File: src/hw/rtl/cba_pkg.sv
// cba_pkg: constants, field widths and types of the contiguous block allocator
// used by the channel interfaces and by contiguous_block_allocator
// no dependencies
`timescale 1ns / 1ps
`default_nettype none

package cba_pkg;

    // map storage
    localparam int MAX_BLOCKS = 1024;
    localparam int MAP_AW     = $clog2(MAX_BLOCKS);
    localparam int CNT_W      = $clog2(MAX_BLOCKS + 1);

    // field widths
    localparam int REQ_TYPE_W    = 1;
    localparam int BLOCK_IDX_W   = 10;
    localparam int BYTE_COUNT_W  = 27;
    localparam int FIRST_BLOCK_W = 10;
    localparam int NEEDED_W      = 11;
    localparam int BLOCK_SIZE_W  = 17;
    localparam int IN_USE_W      = 11;

    // block counts and indexes inside the scan
    localparam int IDX_W = (CNT_W > IN_USE_W) ? CNT_W : IN_USE_W;

    // ceiling division: dividend is byte_count + block_size - 1
    localparam int DIV_W  = 28;
    localparam int DCNT_W = $clog2(DIV_W);

    localparam logic [NEEDED_W-1:0] NEED_CAP = NEEDED_W'(1025);

    // request codes
    localparam logic [REQ_TYPE_W-1:0] REQ_SET   = 1'b0;
    localparam logic [REQ_TYPE_W-1:0] REQ_ALLOC = 1'b1;

    // configuration port
    localparam int CFG_IDX_W  = 1;
    localparam int CFG_DATA_W = BLOCK_SIZE_W;
    localparam logic [CFG_IDX_W-1:0] CFG_BLOCK_SIZE    = 1'b0;
    localparam logic [CFG_IDX_W-1:0] CFG_BLOCKS_IN_USE = 1'b1;

    localparam logic [BLOCK_SIZE_W-1:0] BLOCK_SIZE_RST = BLOCK_SIZE_W'(1024);
    localparam logic [IN_USE_W-1:0]     IN_USE_RST     = IN_USE_W'(1024);

    typedef enum logic [4:0] {
        ST_CLEAR  = 5'b00001,
        ST_IDLE   = 5'b00010,
        ST_DIV    = 5'b00100,
        ST_SCAN   = 5'b01000,
        ST_RESULT = 5'b10000
    } t_state;

endpackage : cba_pkg

`default_nettype wire

File: src/hw/rtl/cba_req_if.sv
// cba_req_if: request channel of the allocator (set or allocate items)
// depends on cba_pkg
`timescale 1ns / 1ps
`default_nettype none

interface cba_req_if;
    import cba_pkg::*;

    logic                     valid;
    logic                     ready;
    logic [REQ_TYPE_W-1:0]    req_type;
    logic [BLOCK_IDX_W-1:0]   block_index;
    logic                     block_used;
    logic [BYTE_COUNT_W-1:0]  byte_count;

    modport source (
        output valid, req_type, block_index, block_used, byte_count,
        input  ready
    );

    modport sink (
        input  valid, req_type, block_index, block_used, byte_count,
        output ready
    );

endinterface : cba_req_if

`default_nettype wire

File: src/hw/rtl/cba_rsp_if.sv
// cba_rsp_if: result channel of the allocator
// depends on cba_pkg
`timescale 1ns / 1ps
`default_nettype none

interface cba_rsp_if;
    import cba_pkg::*;

    logic                      valid;
    logic                      ready;
    logic                      found;
    logic [FIRST_BLOCK_W-1:0]  first_block;
    logic [NEEDED_W-1:0]       blocks_needed;

    modport source (
        output valid, found, first_block, blocks_needed,
        input  ready
    );

    modport sink (
        input  valid, found, first_block, blocks_needed,
        output ready
    );

endinterface : cba_rsp_if

`default_nettype wire

File: src/hw/rtl/cba_cfg_if.sv
// cba_cfg_if: register write channel of the allocator
// depends on cba_pkg
`timescale 1ns / 1ps
`default_nettype none

interface cba_cfg_if;
    import cba_pkg::*;

    logic                   valid;
    logic                   ready;
    logic [CFG_IDX_W-1:0]   index;
    logic [CFG_DATA_W-1:0]  data;

    modport source (
        output valid, index, data,
        input  ready
    );

    modport sink (
        input  valid, index, data,
        output ready
    );

endinterface : cba_cfg_if

`default_nettype wire

File: src/hw/rtl/contiguous_block_allocator.sv
// contiguous_block_allocator: first-fit allocator over a one-bit used map
// depends on cba_pkg, cba_req_if, cba_rsp_if, cba_cfg_if
`timescale 1ns / 1ps
`default_nettype none

// The used map is one flag per volume block held in a single-port-write,
// registered-read memory. After reset a clearing pass writes every entry
// free, one per cycle, during which no item is taken; register writes are
// accepted throughout. A set item writes one flag; it produces no result.
// An allocate item first runs a one-bit-per-cycle restoring divider for the
// ceiling of bytes over block size (skipped when block size is zero), then,
// if the map is large enough, streams the map through the memory read port
// one entry per cycle: it skips the first free block (kept for the file
// header) and stops at the first run of free blocks of the needed length or
// at the end of the map. The result sits in an output register, so set
// items are taken while it waits to be read.

module contiguous_block_allocator (
    input  wire logic  i_clk,
    input  wire logic  i_rst_n,
    cba_req_if.sink    i_req,
    cba_rsp_if.source  o_rsp,
    cba_cfg_if.sink    i_cfg
);
    import cba_pkg::*;

    // control
    t_state                  r_state;
    logic [MAP_AW-1:0]       r_clr_addr;

    // configuration registers
    logic [BLOCK_SIZE_W-1:0] r_block_size;
    logic [IN_USE_W-1:0]     r_blocks_in_use;

    // divider
    logic [DIV_W-1:0]        r_dvd;      // dividend, shifts into quotient
    logic [BLOCK_SIZE_W-1:0] r_rem;
    logic [DCNT_W-1:0]       r_div_cnt;
    logic                    r_unbnd;

    // scan
    logic [IDX_W-1:0]        r_n;        // map length, clamped to storage
    logic [IDX_W-1:0]        r_scan_addr;
    logic [IDX_W-1:0]        r_chk_idx;
    logic                    r_chk_vld;
    logic                    r_hdr;      // header block already skipped
    logic [IDX_W-1:0]        r_run;
    logic [IDX_W-1:0]        r_start;
    logic                    r_found;

    // result register
    logic                     r_out_valid;
    logic                     r_out_found;
    logic [FIRST_BLOCK_W-1:0] r_out_first;
    logic [NEEDED_W-1:0]      r_out_needed;

    // map memory
    logic                    r_map [MAX_BLOCKS];
    logic                    r_rd_data;
    logic                    mem_we;
    logic [MAP_AW-1:0]       mem_wa;
    logic                    mem_wd;
    logic [MAP_AW-1:0]       mem_ra;

    logic                    in_acc;
    logic                    set_ok;
    logic [IDX_W-1:0]        n_clamped;

    // divider step
    logic [BLOCK_SIZE_W:0]   div_trial;
    logic                    div_ge;
    logic [BLOCK_SIZE_W-1:0] div_rem_nx;
    logic [DIV_W-1:0]        div_q_nx;
    logic                    scan_ok;

    // scan step
    logic [IDX_W-1:0]        run_inc;
    logic                    run_hit;
    logic                    scan_last;

    assign in_acc      = i_req.valid && i_req.ready;
    assign i_req.ready = (r_state == ST_IDLE);
    assign i_cfg.ready = 1'b1;

    assign o_rsp.valid         = r_out_valid;
    assign o_rsp.found         = r_out_found;
    assign o_rsp.first_block   = r_out_first;
    assign o_rsp.blocks_needed = r_out_needed;

    // set items beyond the storage are dropped
    assign set_ok    = (32'(i_req.block_index) < MAX_BLOCKS);
    assign n_clamped = (32'(r_blocks_in_use) > MAX_BLOCKS) ? IDX_W'(MAX_BLOCKS)
                                                           : IDX_W'(r_blocks_in_use);

    // restoring division, one quotient bit per cycle
    assign div_trial  = {r_rem, r_dvd[DIV_W-1]};
    assign div_ge     = (div_trial >= {1'b0, r_block_size});
    assign div_rem_nx = div_ge ? BLOCK_SIZE_W'(div_trial - {1'b0, r_block_size})
                               : BLOCK_SIZE_W'(div_trial);
    assign div_q_nx   = {r_dvd[DIV_W-2:0], div_ge};
    // map must hold at least needed + 2 blocks, and zero bytes never fit
    assign scan_ok    = (div_q_nx != '0) &&
                        ({1'b0, DIV_W'(r_n)} >= ({1'b0, div_q_nx} + (DIV_W+1)'(2)));

    assign run_inc   = r_run + IDX_W'(1);
    assign run_hit   = (DIV_W'(run_inc) == r_dvd);
    assign scan_last = (r_chk_idx == (r_n - IDX_W'(1)));

    // memory port selection: clearing pass or set item on the write side
    always_comb begin
        mem_we = 1'b0;
        mem_wa = r_clr_addr;
        mem_wd = 1'b0;
        if (r_state == ST_CLEAR) begin
            mem_we = 1'b1;
        end else if (in_acc && (i_req.req_type == REQ_SET) && set_ok) begin
            mem_we = 1'b1;
            mem_wa = MAP_AW'(i_req.block_index);
            mem_wd = i_req.block_used;
        end
    end

    assign mem_ra = MAP_AW'(r_scan_addr);

    always_ff @(posedge i_clk) begin
        if (mem_we) begin
            r_map[mem_wa] <= mem_wd;
        end
        r_rd_data <= r_map[mem_ra];
    end

    // register writes
    always_ff @(posedge i_clk) begin
        if (!i_rst_n) begin
            r_block_size    <= BLOCK_SIZE_RST;
            r_blocks_in_use <= IN_USE_RST;
        end else if (i_cfg.valid && i_cfg.ready) begin
            if (i_cfg.index == CFG_BLOCK_SIZE) begin
                r_block_size <= i_cfg.data;
            end else begin
                r_blocks_in_use <= i_cfg.data[IN_USE_W-1:0];
            end
        end
    end

    // sequencer
    always_ff @(posedge i_clk) begin
        if (!i_rst_n) begin
            r_state     <= ST_CLEAR;
            r_clr_addr  <= '0;
            r_chk_vld   <= 1'b0;
            r_out_valid <= 1'b0;
        end else begin
            // result taken, unless a new one is loaded in the same cycle
            if (o_rsp.valid && o_rsp.ready && (r_state != ST_RESULT)) begin
                r_out_valid <= 1'b0;
            end

            unique case (r_state)
                ST_CLEAR: begin
                    r_clr_addr <= r_clr_addr + MAP_AW'(1);
                    if (r_clr_addr == MAP_AW'(MAX_BLOCKS - 1)) begin
                        r_state <= ST_IDLE;
                    end
                end

                ST_IDLE: begin
                    if (in_acc && (i_req.req_type == REQ_ALLOC)) begin
                        r_n       <= n_clamped;
                        r_rem     <= '0;
                        r_div_cnt <= DCNT_W'(DIV_W - 1);
                        r_found   <= 1'b0;
                        r_dvd     <= DIV_W'(i_req.byte_count) + DIV_W'(r_block_size)
                                     - DIV_W'(1);
                        if (r_block_size == '0) begin
                            // no block size: count is unbounded, fails at once
                            r_unbnd <= 1'b1;
                            r_state <= ST_RESULT;
                        end else begin
                            r_unbnd <= 1'b0;
                            r_state <= ST_DIV;
                        end
                    end
                end

                ST_DIV: begin
                    r_dvd     <= div_q_nx;
                    r_rem     <= div_rem_nx;
                    r_div_cnt <= r_div_cnt - DCNT_W'(1);
                    if (r_div_cnt == '0) begin
                        r_scan_addr <= '0;
                        r_chk_vld   <= 1'b0;
                        r_hdr       <= 1'b0;
                        r_run       <= '0;
                        r_state     <= scan_ok ? ST_SCAN : ST_RESULT;
                    end
                end

                ST_SCAN: begin
                    // issue one read a cycle, check the entry read last cycle
                    if (r_scan_addr != r_n) begin
                        r_scan_addr <= r_scan_addr + IDX_W'(1);
                    end
                    r_chk_vld <= (r_scan_addr != r_n);
                    r_chk_idx <= r_scan_addr;
                    if (r_chk_vld) begin
                        if (!r_hdr) begin
                            // first free block is the header: skip it
                            if (!r_rd_data) begin
                                r_hdr <= 1'b1;
                            end
                        end else if (r_rd_data) begin
                            r_run <= '0;
                        end else begin
                            r_run <= run_inc;
                            if (r_run == '0) begin
                                r_start <= r_chk_idx;
                            end
                            if (run_hit) begin
                                r_found <= 1'b1;
                                if (r_run != '0) begin
                                    r_start <= r_start;
                                end
                            end
                        end
                        if ((r_hdr && !r_rd_data && run_hit) || scan_last) begin
                            r_state <= ST_RESULT;
                        end
                    end
                end

                ST_RESULT: begin
                    // wait for a free output register
                    if (!r_out_valid || o_rsp.ready) begin
                        r_out_valid <= 1'b1;
                        r_out_found <= r_found;
                        r_out_first <= r_found ? FIRST_BLOCK_W'(r_start) : '0;
                        if (r_unbnd || (r_dvd > DIV_W'(NEED_CAP))) begin
                            r_out_needed <= NEED_CAP;
                        end else begin
                            r_out_needed <= r_dvd[NEEDED_W-1:0];
                        end
                        r_state <= ST_IDLE;
                    end
                end

                default: begin
                    r_state <= ST_IDLE;
                end
            endcase
        end
    end

    // no set item may reach the map while an allocation is in flight
    a_no_write_in_scan: assert property (@(posedge i_clk) disable iff (!i_rst_n)
        (r_state == ST_SCAN || r_state == ST_DIV) |-> !mem_we)
        else $error("map written during allocation");

    // a scan only starts with a non-zero block count
    a_scan_need: assert property (@(posedge i_clk) disable iff (!i_rst_n)
        $rose(r_state == ST_SCAN) |-> (r_dvd != '0))
        else $error("scan started with zero block count");

    // a found run never starts at block zero, the header precedes it
    a_found_after_hdr: assert property (@(posedge i_clk) disable iff (!i_rst_n)
        (r_out_valid && r_out_found) |-> (r_out_first != '0))
        else $error("run starts on the header block");

    // no item taken while the clearing pass runs
    a_clear_blocks: assert property (@(posedge i_clk) disable iff (!i_rst_n)
        (r_state == ST_CLEAR) |-> !i_req.ready)
        else $error("item taken during clearing pass");

    // a failed result reports first block zero
    a_fail_zero: assert property (@(posedge i_clk) disable iff (!i_rst_n)
        (r_state == ST_RESULT && !r_found && (!r_out_valid || o_rsp.ready))
        |=> (o_rsp.valid && o_rsp.first_block == '0))
        else $error("failed result with non-zero first block");

endmodule : contiguous_block_allocator

`default_nettype wire
File: src/flat_wrapper.sv
// flat-port wrapper written by rule: the top's interface ports become plain ports
module contiguous_block_allocator_flat import cba_pkg::*;
  (i_clk, i_rst_n, i_req_valid, i_req_req_type, i_req_block_index, i_req_block_used, i_req_byte_count, i_req_ready, o_rsp_valid, o_rsp_found, o_rsp_first_block, o_rsp_blocks_needed, o_rsp_ready, i_cfg_valid, i_cfg_index, i_cfg_data, i_cfg_ready);
  cba_req_if i_req_i ();
  cba_rsp_if o_rsp_i ();
  cba_cfg_if i_cfg_i ();
  input  wire logic i_clk;
  input  wire logic i_rst_n;
  input wire logic [$bits(i_req_i.valid)-1:0] i_req_valid;
  input wire logic [$bits(i_req_i.req_type)-1:0] i_req_req_type;
  input wire logic [$bits(i_req_i.block_index)-1:0] i_req_block_index;
  input wire logic [$bits(i_req_i.block_used)-1:0] i_req_block_used;
  input wire logic [$bits(i_req_i.byte_count)-1:0] i_req_byte_count;
  output wire logic [$bits(i_req_i.ready)-1:0] i_req_ready;
  output wire logic [$bits(o_rsp_i.valid)-1:0] o_rsp_valid;
  output wire logic [$bits(o_rsp_i.found)-1:0] o_rsp_found;
  output wire logic [$bits(o_rsp_i.first_block)-1:0] o_rsp_first_block;
  output wire logic [$bits(o_rsp_i.blocks_needed)-1:0] o_rsp_blocks_needed;
  input wire logic [$bits(o_rsp_i.ready)-1:0] o_rsp_ready;
  input wire logic [$bits(i_cfg_i.valid)-1:0] i_cfg_valid;
  input wire logic [$bits(i_cfg_i.index)-1:0] i_cfg_index;
  input wire logic [$bits(i_cfg_i.data)-1:0] i_cfg_data;
  output wire logic [$bits(i_cfg_i.ready)-1:0] i_cfg_ready;
  assign i_req_i.valid = i_req_valid;
  assign i_req_i.req_type = i_req_req_type;
  assign i_req_i.block_index = i_req_block_index;
  assign i_req_i.block_used = i_req_block_used;
  assign i_req_i.byte_count = i_req_byte_count;
  assign i_req_ready = i_req_i.ready;
  assign o_rsp_valid = o_rsp_i.valid;
  assign o_rsp_found = o_rsp_i.found;
  assign o_rsp_first_block = o_rsp_i.first_block;
  assign o_rsp_blocks_needed = o_rsp_i.blocks_needed;
  assign o_rsp_i.ready = o_rsp_ready;
  assign i_cfg_i.valid = i_cfg_valid;
  assign i_cfg_i.index = i_cfg_index;
  assign i_cfg_i.data = i_cfg_data;
  assign i_cfg_ready = i_cfg_i.ready;
  contiguous_block_allocator u_core (.i_clk(i_clk), .i_rst_n(i_rst_n), .i_req(i_req_i), .o_rsp(o_rsp_i), .i_cfg(i_cfg_i));
endmodule
File: config.mk
export PLATFORM = sky130hd
export DESIGN_NAME = contiguous_block_allocator_flat
export DESIGN_NICKNAME = d
export VERILOG_FILES = /design/src/hw/rtl/cba_pkg.sv /design/src/hw/rtl/cba_req_if.sv /design/src/hw/rtl/cba_rsp_if.sv /design/src/hw/rtl/cba_cfg_if.sv /design/src/hw/rtl/contiguous_block_allocator.sv /design/src/flat_wrapper.sv
export SDC_FILE = /design/constraint.sdc
export NUM_CORES = 2
export LEC_CHECK = 0
export ABC_AREA = 1
export BUFFER_PORTS_ARGS = -buffer_cell sky130_fd_sc_hd__buf_2
export CORE_MARGIN = 2
export CORE_UTILIZATION = 40
export CTS_CLUSTER_DIAMETER = 80
export DETAILED_ROUTE_END_ITERATION = 8
export PLACE_DENSITY = 0.6
export SETUP_SLACK_MARGIN = 0.15
export SLEW_MARGIN = 20
export SYNTH_ARGS = -nofsm -noshare
export SYNTH_HDL_FRONTEND = slang
export SYNTH_SLANG_ARGS = --single-unit
File: constraint.sdc
create_clock -name i_clk -period 44.5 [get_ports i_clk]
set_input_delay 2.225 -clock i_clk [delete_from_list [all_inputs] [get_ports i_clk]]
set_output_delay 2.225 -clock i_clk [all_outputs]
set_load 0.02 [all_outputs]
==> run summary <==
TritonCTS built the clock tree. At the end of routability-driven placement, the weighted congestion stood at 0.879. For the max-slew headroom at the worst pin, the log shows 23.4%. Max-cap violations in this run came to 0. The width of the chip is 383 microns. The later pin in the worst-skew pair is clocked with a latency of 0.79 ns. The final route contains 43529 vias.

The number of top-level design ports is 87, and the vias per cell is 5.56. The final layout contains routed wiring with a total length of 166000 microns. In the final timing run, aggregate negative setup slack is 0 ns. The area added between synthesis and finish is 10.5%.

The port buffer count works out to 85. The die covers 146000 sq um. Counting every instance in the synthesized netlist gives 5997. The number of buffers on the longest clock path was 3; the required arrival time at the worst endpoint was 44.96 ns. The tools report the remaining antenna violation count as 0.

The share of the synthesized area in the top cell type was 60.4%; the number of sinks on the clock net was 1199. For the final count of pins violating max slew, the log shows 0. The count of cells in the finished layout, fillers not included, comes to 7822.

In the routed design, unresolved DRC markers number 0. Each instance of the synthesized netlist takes up on average 9.57 sq um. In the final design database the tool counted 5977 nets. The worst hold path begins at u_core.r_clr_addr[7]. In this design, the stage delay of the slowest critical-path cell is 0.91 ns. The worst register-to-register path begins at u_core.r_state[2]. Global routing finished with a remaining overflow of 0. The cell area after synthesis is 57400 sq um.

The number of cells on the worst hold path is 1. The sequential element share of the synthesized area was 62.0%; the number of cells on the worst reg-to-reg path was 10. The vertical die dimension is 383 microns. The clock-pin transition on the worst setup and hold timing paths is 0.06 ns. The critical path depth came out at 9. The critical-path maximum fanout came out at 129. The first detailed-routing pass ran for 9 iterations.

The first global-routing pass estimated 250000 microns of wire. The number of global-route vias before repair is 40901. Endpoint with the worst hold slack: u_core.r_clr_addr[8].

The netlist uses 50 different library cells. The area of the placeable core is 142000 sq um. In the global route stage, overall resource usage came out at 22.3%.

Sorting the synthesized cells by area gives the leading types as sky130_fd_sc_hd__edfxtp_1 (60%), sky130_fd_sc_hd__nor2_1 (11%), sky130_fd_sc_hd__nand2_1 (4.7%). The reg2reg setup slack came out at 38.19 ns. Counting every net in the synthesized netlist gives 6141. Setup violations remaining at the end of the flow were counted as 0. After the first detailed-routing iteration, the DRC count stood at 4985. The tools report the H-tree level count as 4. The element type at the critical path end is a flop.

For the clock skew, the log shows 0.0292 ns. The Yosys step of the flow raised 0 warnings. Hold repair after CTS inserted 0 buffers. The logs give 138 for the standard-cell row count and 7.38 ns for the signal arrival time at the worst endpoint.

Among cell families on the critical path, the largest total delay comes from buffers and inverters. The post-CTS setup buffer count was 0. The slew at the pin closest to its max-slew limit was 1.14 ns; the part of the cycle the worst path needs was 15.5%. The signal on the critical path passes through buf_2, inv_1, nand3_2, nor2_4, buf_4, buf_4, buf_4, buf_4, buf_6. By instance count, the cell type seen most on the critical path is sky130_fd_sc_hd__buf_4.

In this run the critical register-to-register path is captured at u_core.r_map[967]. Subtracting the final worst setup slack from the clock period gives 6.92 ns. The worst setup path is launched from an input port. Setup repair after global routing left no endpoint under its margin. The share of layout cells above drive strength 1 is 7.65%.

Root buffer cell: sky130_fd_sc_hd__clkbuf_16. The finished cells cover 63400 sq um. The post-place instance area was 59100 sq um.

For this design the ratio of total power to cell area is 38.0 nW/um^2. By startpoint and endpoint, the worst setup path is classified as in -> reg. The fmax is 145 MHz. The run finished with clean final reports. The initial utilization of the core area, before any placement, comes to 40.4%. The number of antenna violations at the first check in global routing was 5. The largest total area in the synthesized netlist belongs to sky130_fd_sc_hd__edfxtp_1. Final-report hold violation count: 0. The number of placed cells counting well taps came out at 7589.

The run gives 130 as the number of CTS-inserted buffers. The largest individual stage delay along the critical path comes from the cell sky130_fd_sc_hd__buf_4. The synthesized design contains 1199 register bits. For the number of gates resized after CTS, the log shows 0. Across all hold checks on the routed design, the worst slack comes to 0.459 ns. The largest net degree at the start of global routing is 199. Class of the worst hold path: reg -> reg. After detailed routing, the average wire length per cell comes to 21.2 microns. The HPWL after detailed placement is 89200 microns. Across the VDD grid, the largest voltage drop is 26.9 uV. Number of buffers and inverters on the critical path: 7. The leakage power figure came out at 22.2 nW.
-- sequential cells by signal (all words and copies together) (netlist names), 11 cells and up --
name                        count
u_core.r_blocks_in_use         11
u_core.r_dvd                   28
u_core.o_rsp.blocks_needed     11
u_core.r_scan_addr             11
u_core.r_n                     11
u_core.r_block_size            17
u_core.r_rem                   17
u_core.r_run                   11
u_core.r_map                 1024
u_core.r_chk_idx               11
-- area by class of cell --
| class | count | area (sq um) |
|---|---|---|
| sequential | 1199 | 35500 |
| inverter | 316 | 1200 |
| timing repair buffer | 151 | 1030 |
| multi-input combinational | 4035 | 19100 |
| fill | 13614 | 78500 |
| antenna | 1 | 2.50 |
| clock buffer | 170 | 3450 |
| clock inverter | 60 | 678 |
| tap | 1890 | 2360 |
-- cell families (layout without fill, tap and decap cells) --
family,Yosys count,count (layout),share of synthesized area (%)
buf+inv,763,697,5.10
flops,1199,1199,62.0
other cells,1,2,0.00654
fa+ha+maj,82,82,1.81
xor+xnor,61,61,0.931
simple gates,2923,2923,20.4
compound gates,968,968,9.78
-- cells in the final DEF, fill, tap and decap left out, types with 58 or more instances in the layout --
master | synthesis | routed
sky130_fd_sc_hd__a21oi_1 | 175 | 175
sky130_fd_sc_hd__buf_2 | 21 | 85
sky130_fd_sc_hd__buf_4 | 1 | 58
sky130_fd_sc_hd__clkbuf_16 | 0 | 131
sky130_fd_sc_hd__edfxtp_1 | 1153 | 1153
sky130_fd_sc_hd__ha_1 | 80 | 80
sky130_fd_sc_hd__inv_1 | 297 | 295
sky130_fd_sc_hd__nand2_1 | 713 | 675
sky130_fd_sc_hd__nand3_1 | 331 | 317
sky130_fd_sc_hd__nor2_1 | 1751 | 1748
sky130_fd_sc_hd__o211ai_1 | 117 | 117
sky130_fd_sc_hd__o21ai_0 | 523 | 523
sky130_fd_sc_hd__o221ai_1 | 79 | 79
-- synth_stat cells, drive strengths merged --
master	number
a211oi	5
a21boi	3
a21o	2
a21oi	175
a221oi	2
a31oi	9
a32o	1
and2	1
and3	1
buf	65
clkbuf	382
clkinv	4
conb	1
dfxtp	46
edfxtp	1153
fa	2
ha	80
inv	312
nand2	713
nand3	333
nand3b	5
nand4	30
nor2	1775
nor3	27
nor3b	1
nor4	23
o2111ai	2
o211ai	117
o21a	2
o21ai	533
o21bai	3
o221ai	79
o22ai	12
o31ai	23
or2	14
xnor2	22
xor2	39
-- through the flow --
stage               setup slack [ns]  utilization (%)  total power, W
finish                         37.58             44.7         0.00241
global route                   37.10             44.7         0.00248
CTS                            37.32             44.6         0.00242
detailed placement             36.51             41.7         0.00137
global placement               36.64             41.7         0.00137
floorplan                      13.45                -         0.00133
-- how the worst max path moves through the flow --
stage / startpoint / slack [ns] / to
4_1_cts: i_req_req_type / 37.32 / u_core.r_map[496]
3_5_place_dp: i_req_req_type / 36.51 / u_core.r_map[196]
6_report: i_req_req_type / 37.58 / u_core.r_map[967]
3_3_place_gp: i_req_req_type / 36.64 / u_core.r_map[196]
2_1_floorplan: i_req_req_type / 13.45 / u_core.r_map[0]
5_1_grt: i_req_req_type / 37.10 / u_core.r_map[197]
-- per-layer routing --
metal / share of wire (%) / wire length (microns) / global-route usage, % / up-vias
met5: 0 / 0 / 0 / -
li1: - / - / - / 20126
met1: 43 / 71500 / 31.3 / 21312
met4: 3.0 / 5040 / 7.68 / 0
met2: 46 / 75600 / 35.2 / 1785
met3: 8.2 / 13600 / 3.33 / 306
-- power breakdown --
| part | internal [W] | total [W] | switching (W) |
|---|---|---|---|
| combinational | 0.0000289 | 0.000115 | 0.0000866 |
| clock | 0.000601 | 0.00106 | 0.000463 |
| sequential | 0.00123 | 0.00123 | 0.00000268 |
| total | 0.00186 | 0.00241 | 0.000553 |
Note: power is estimated with default switching activity, not from simulation.
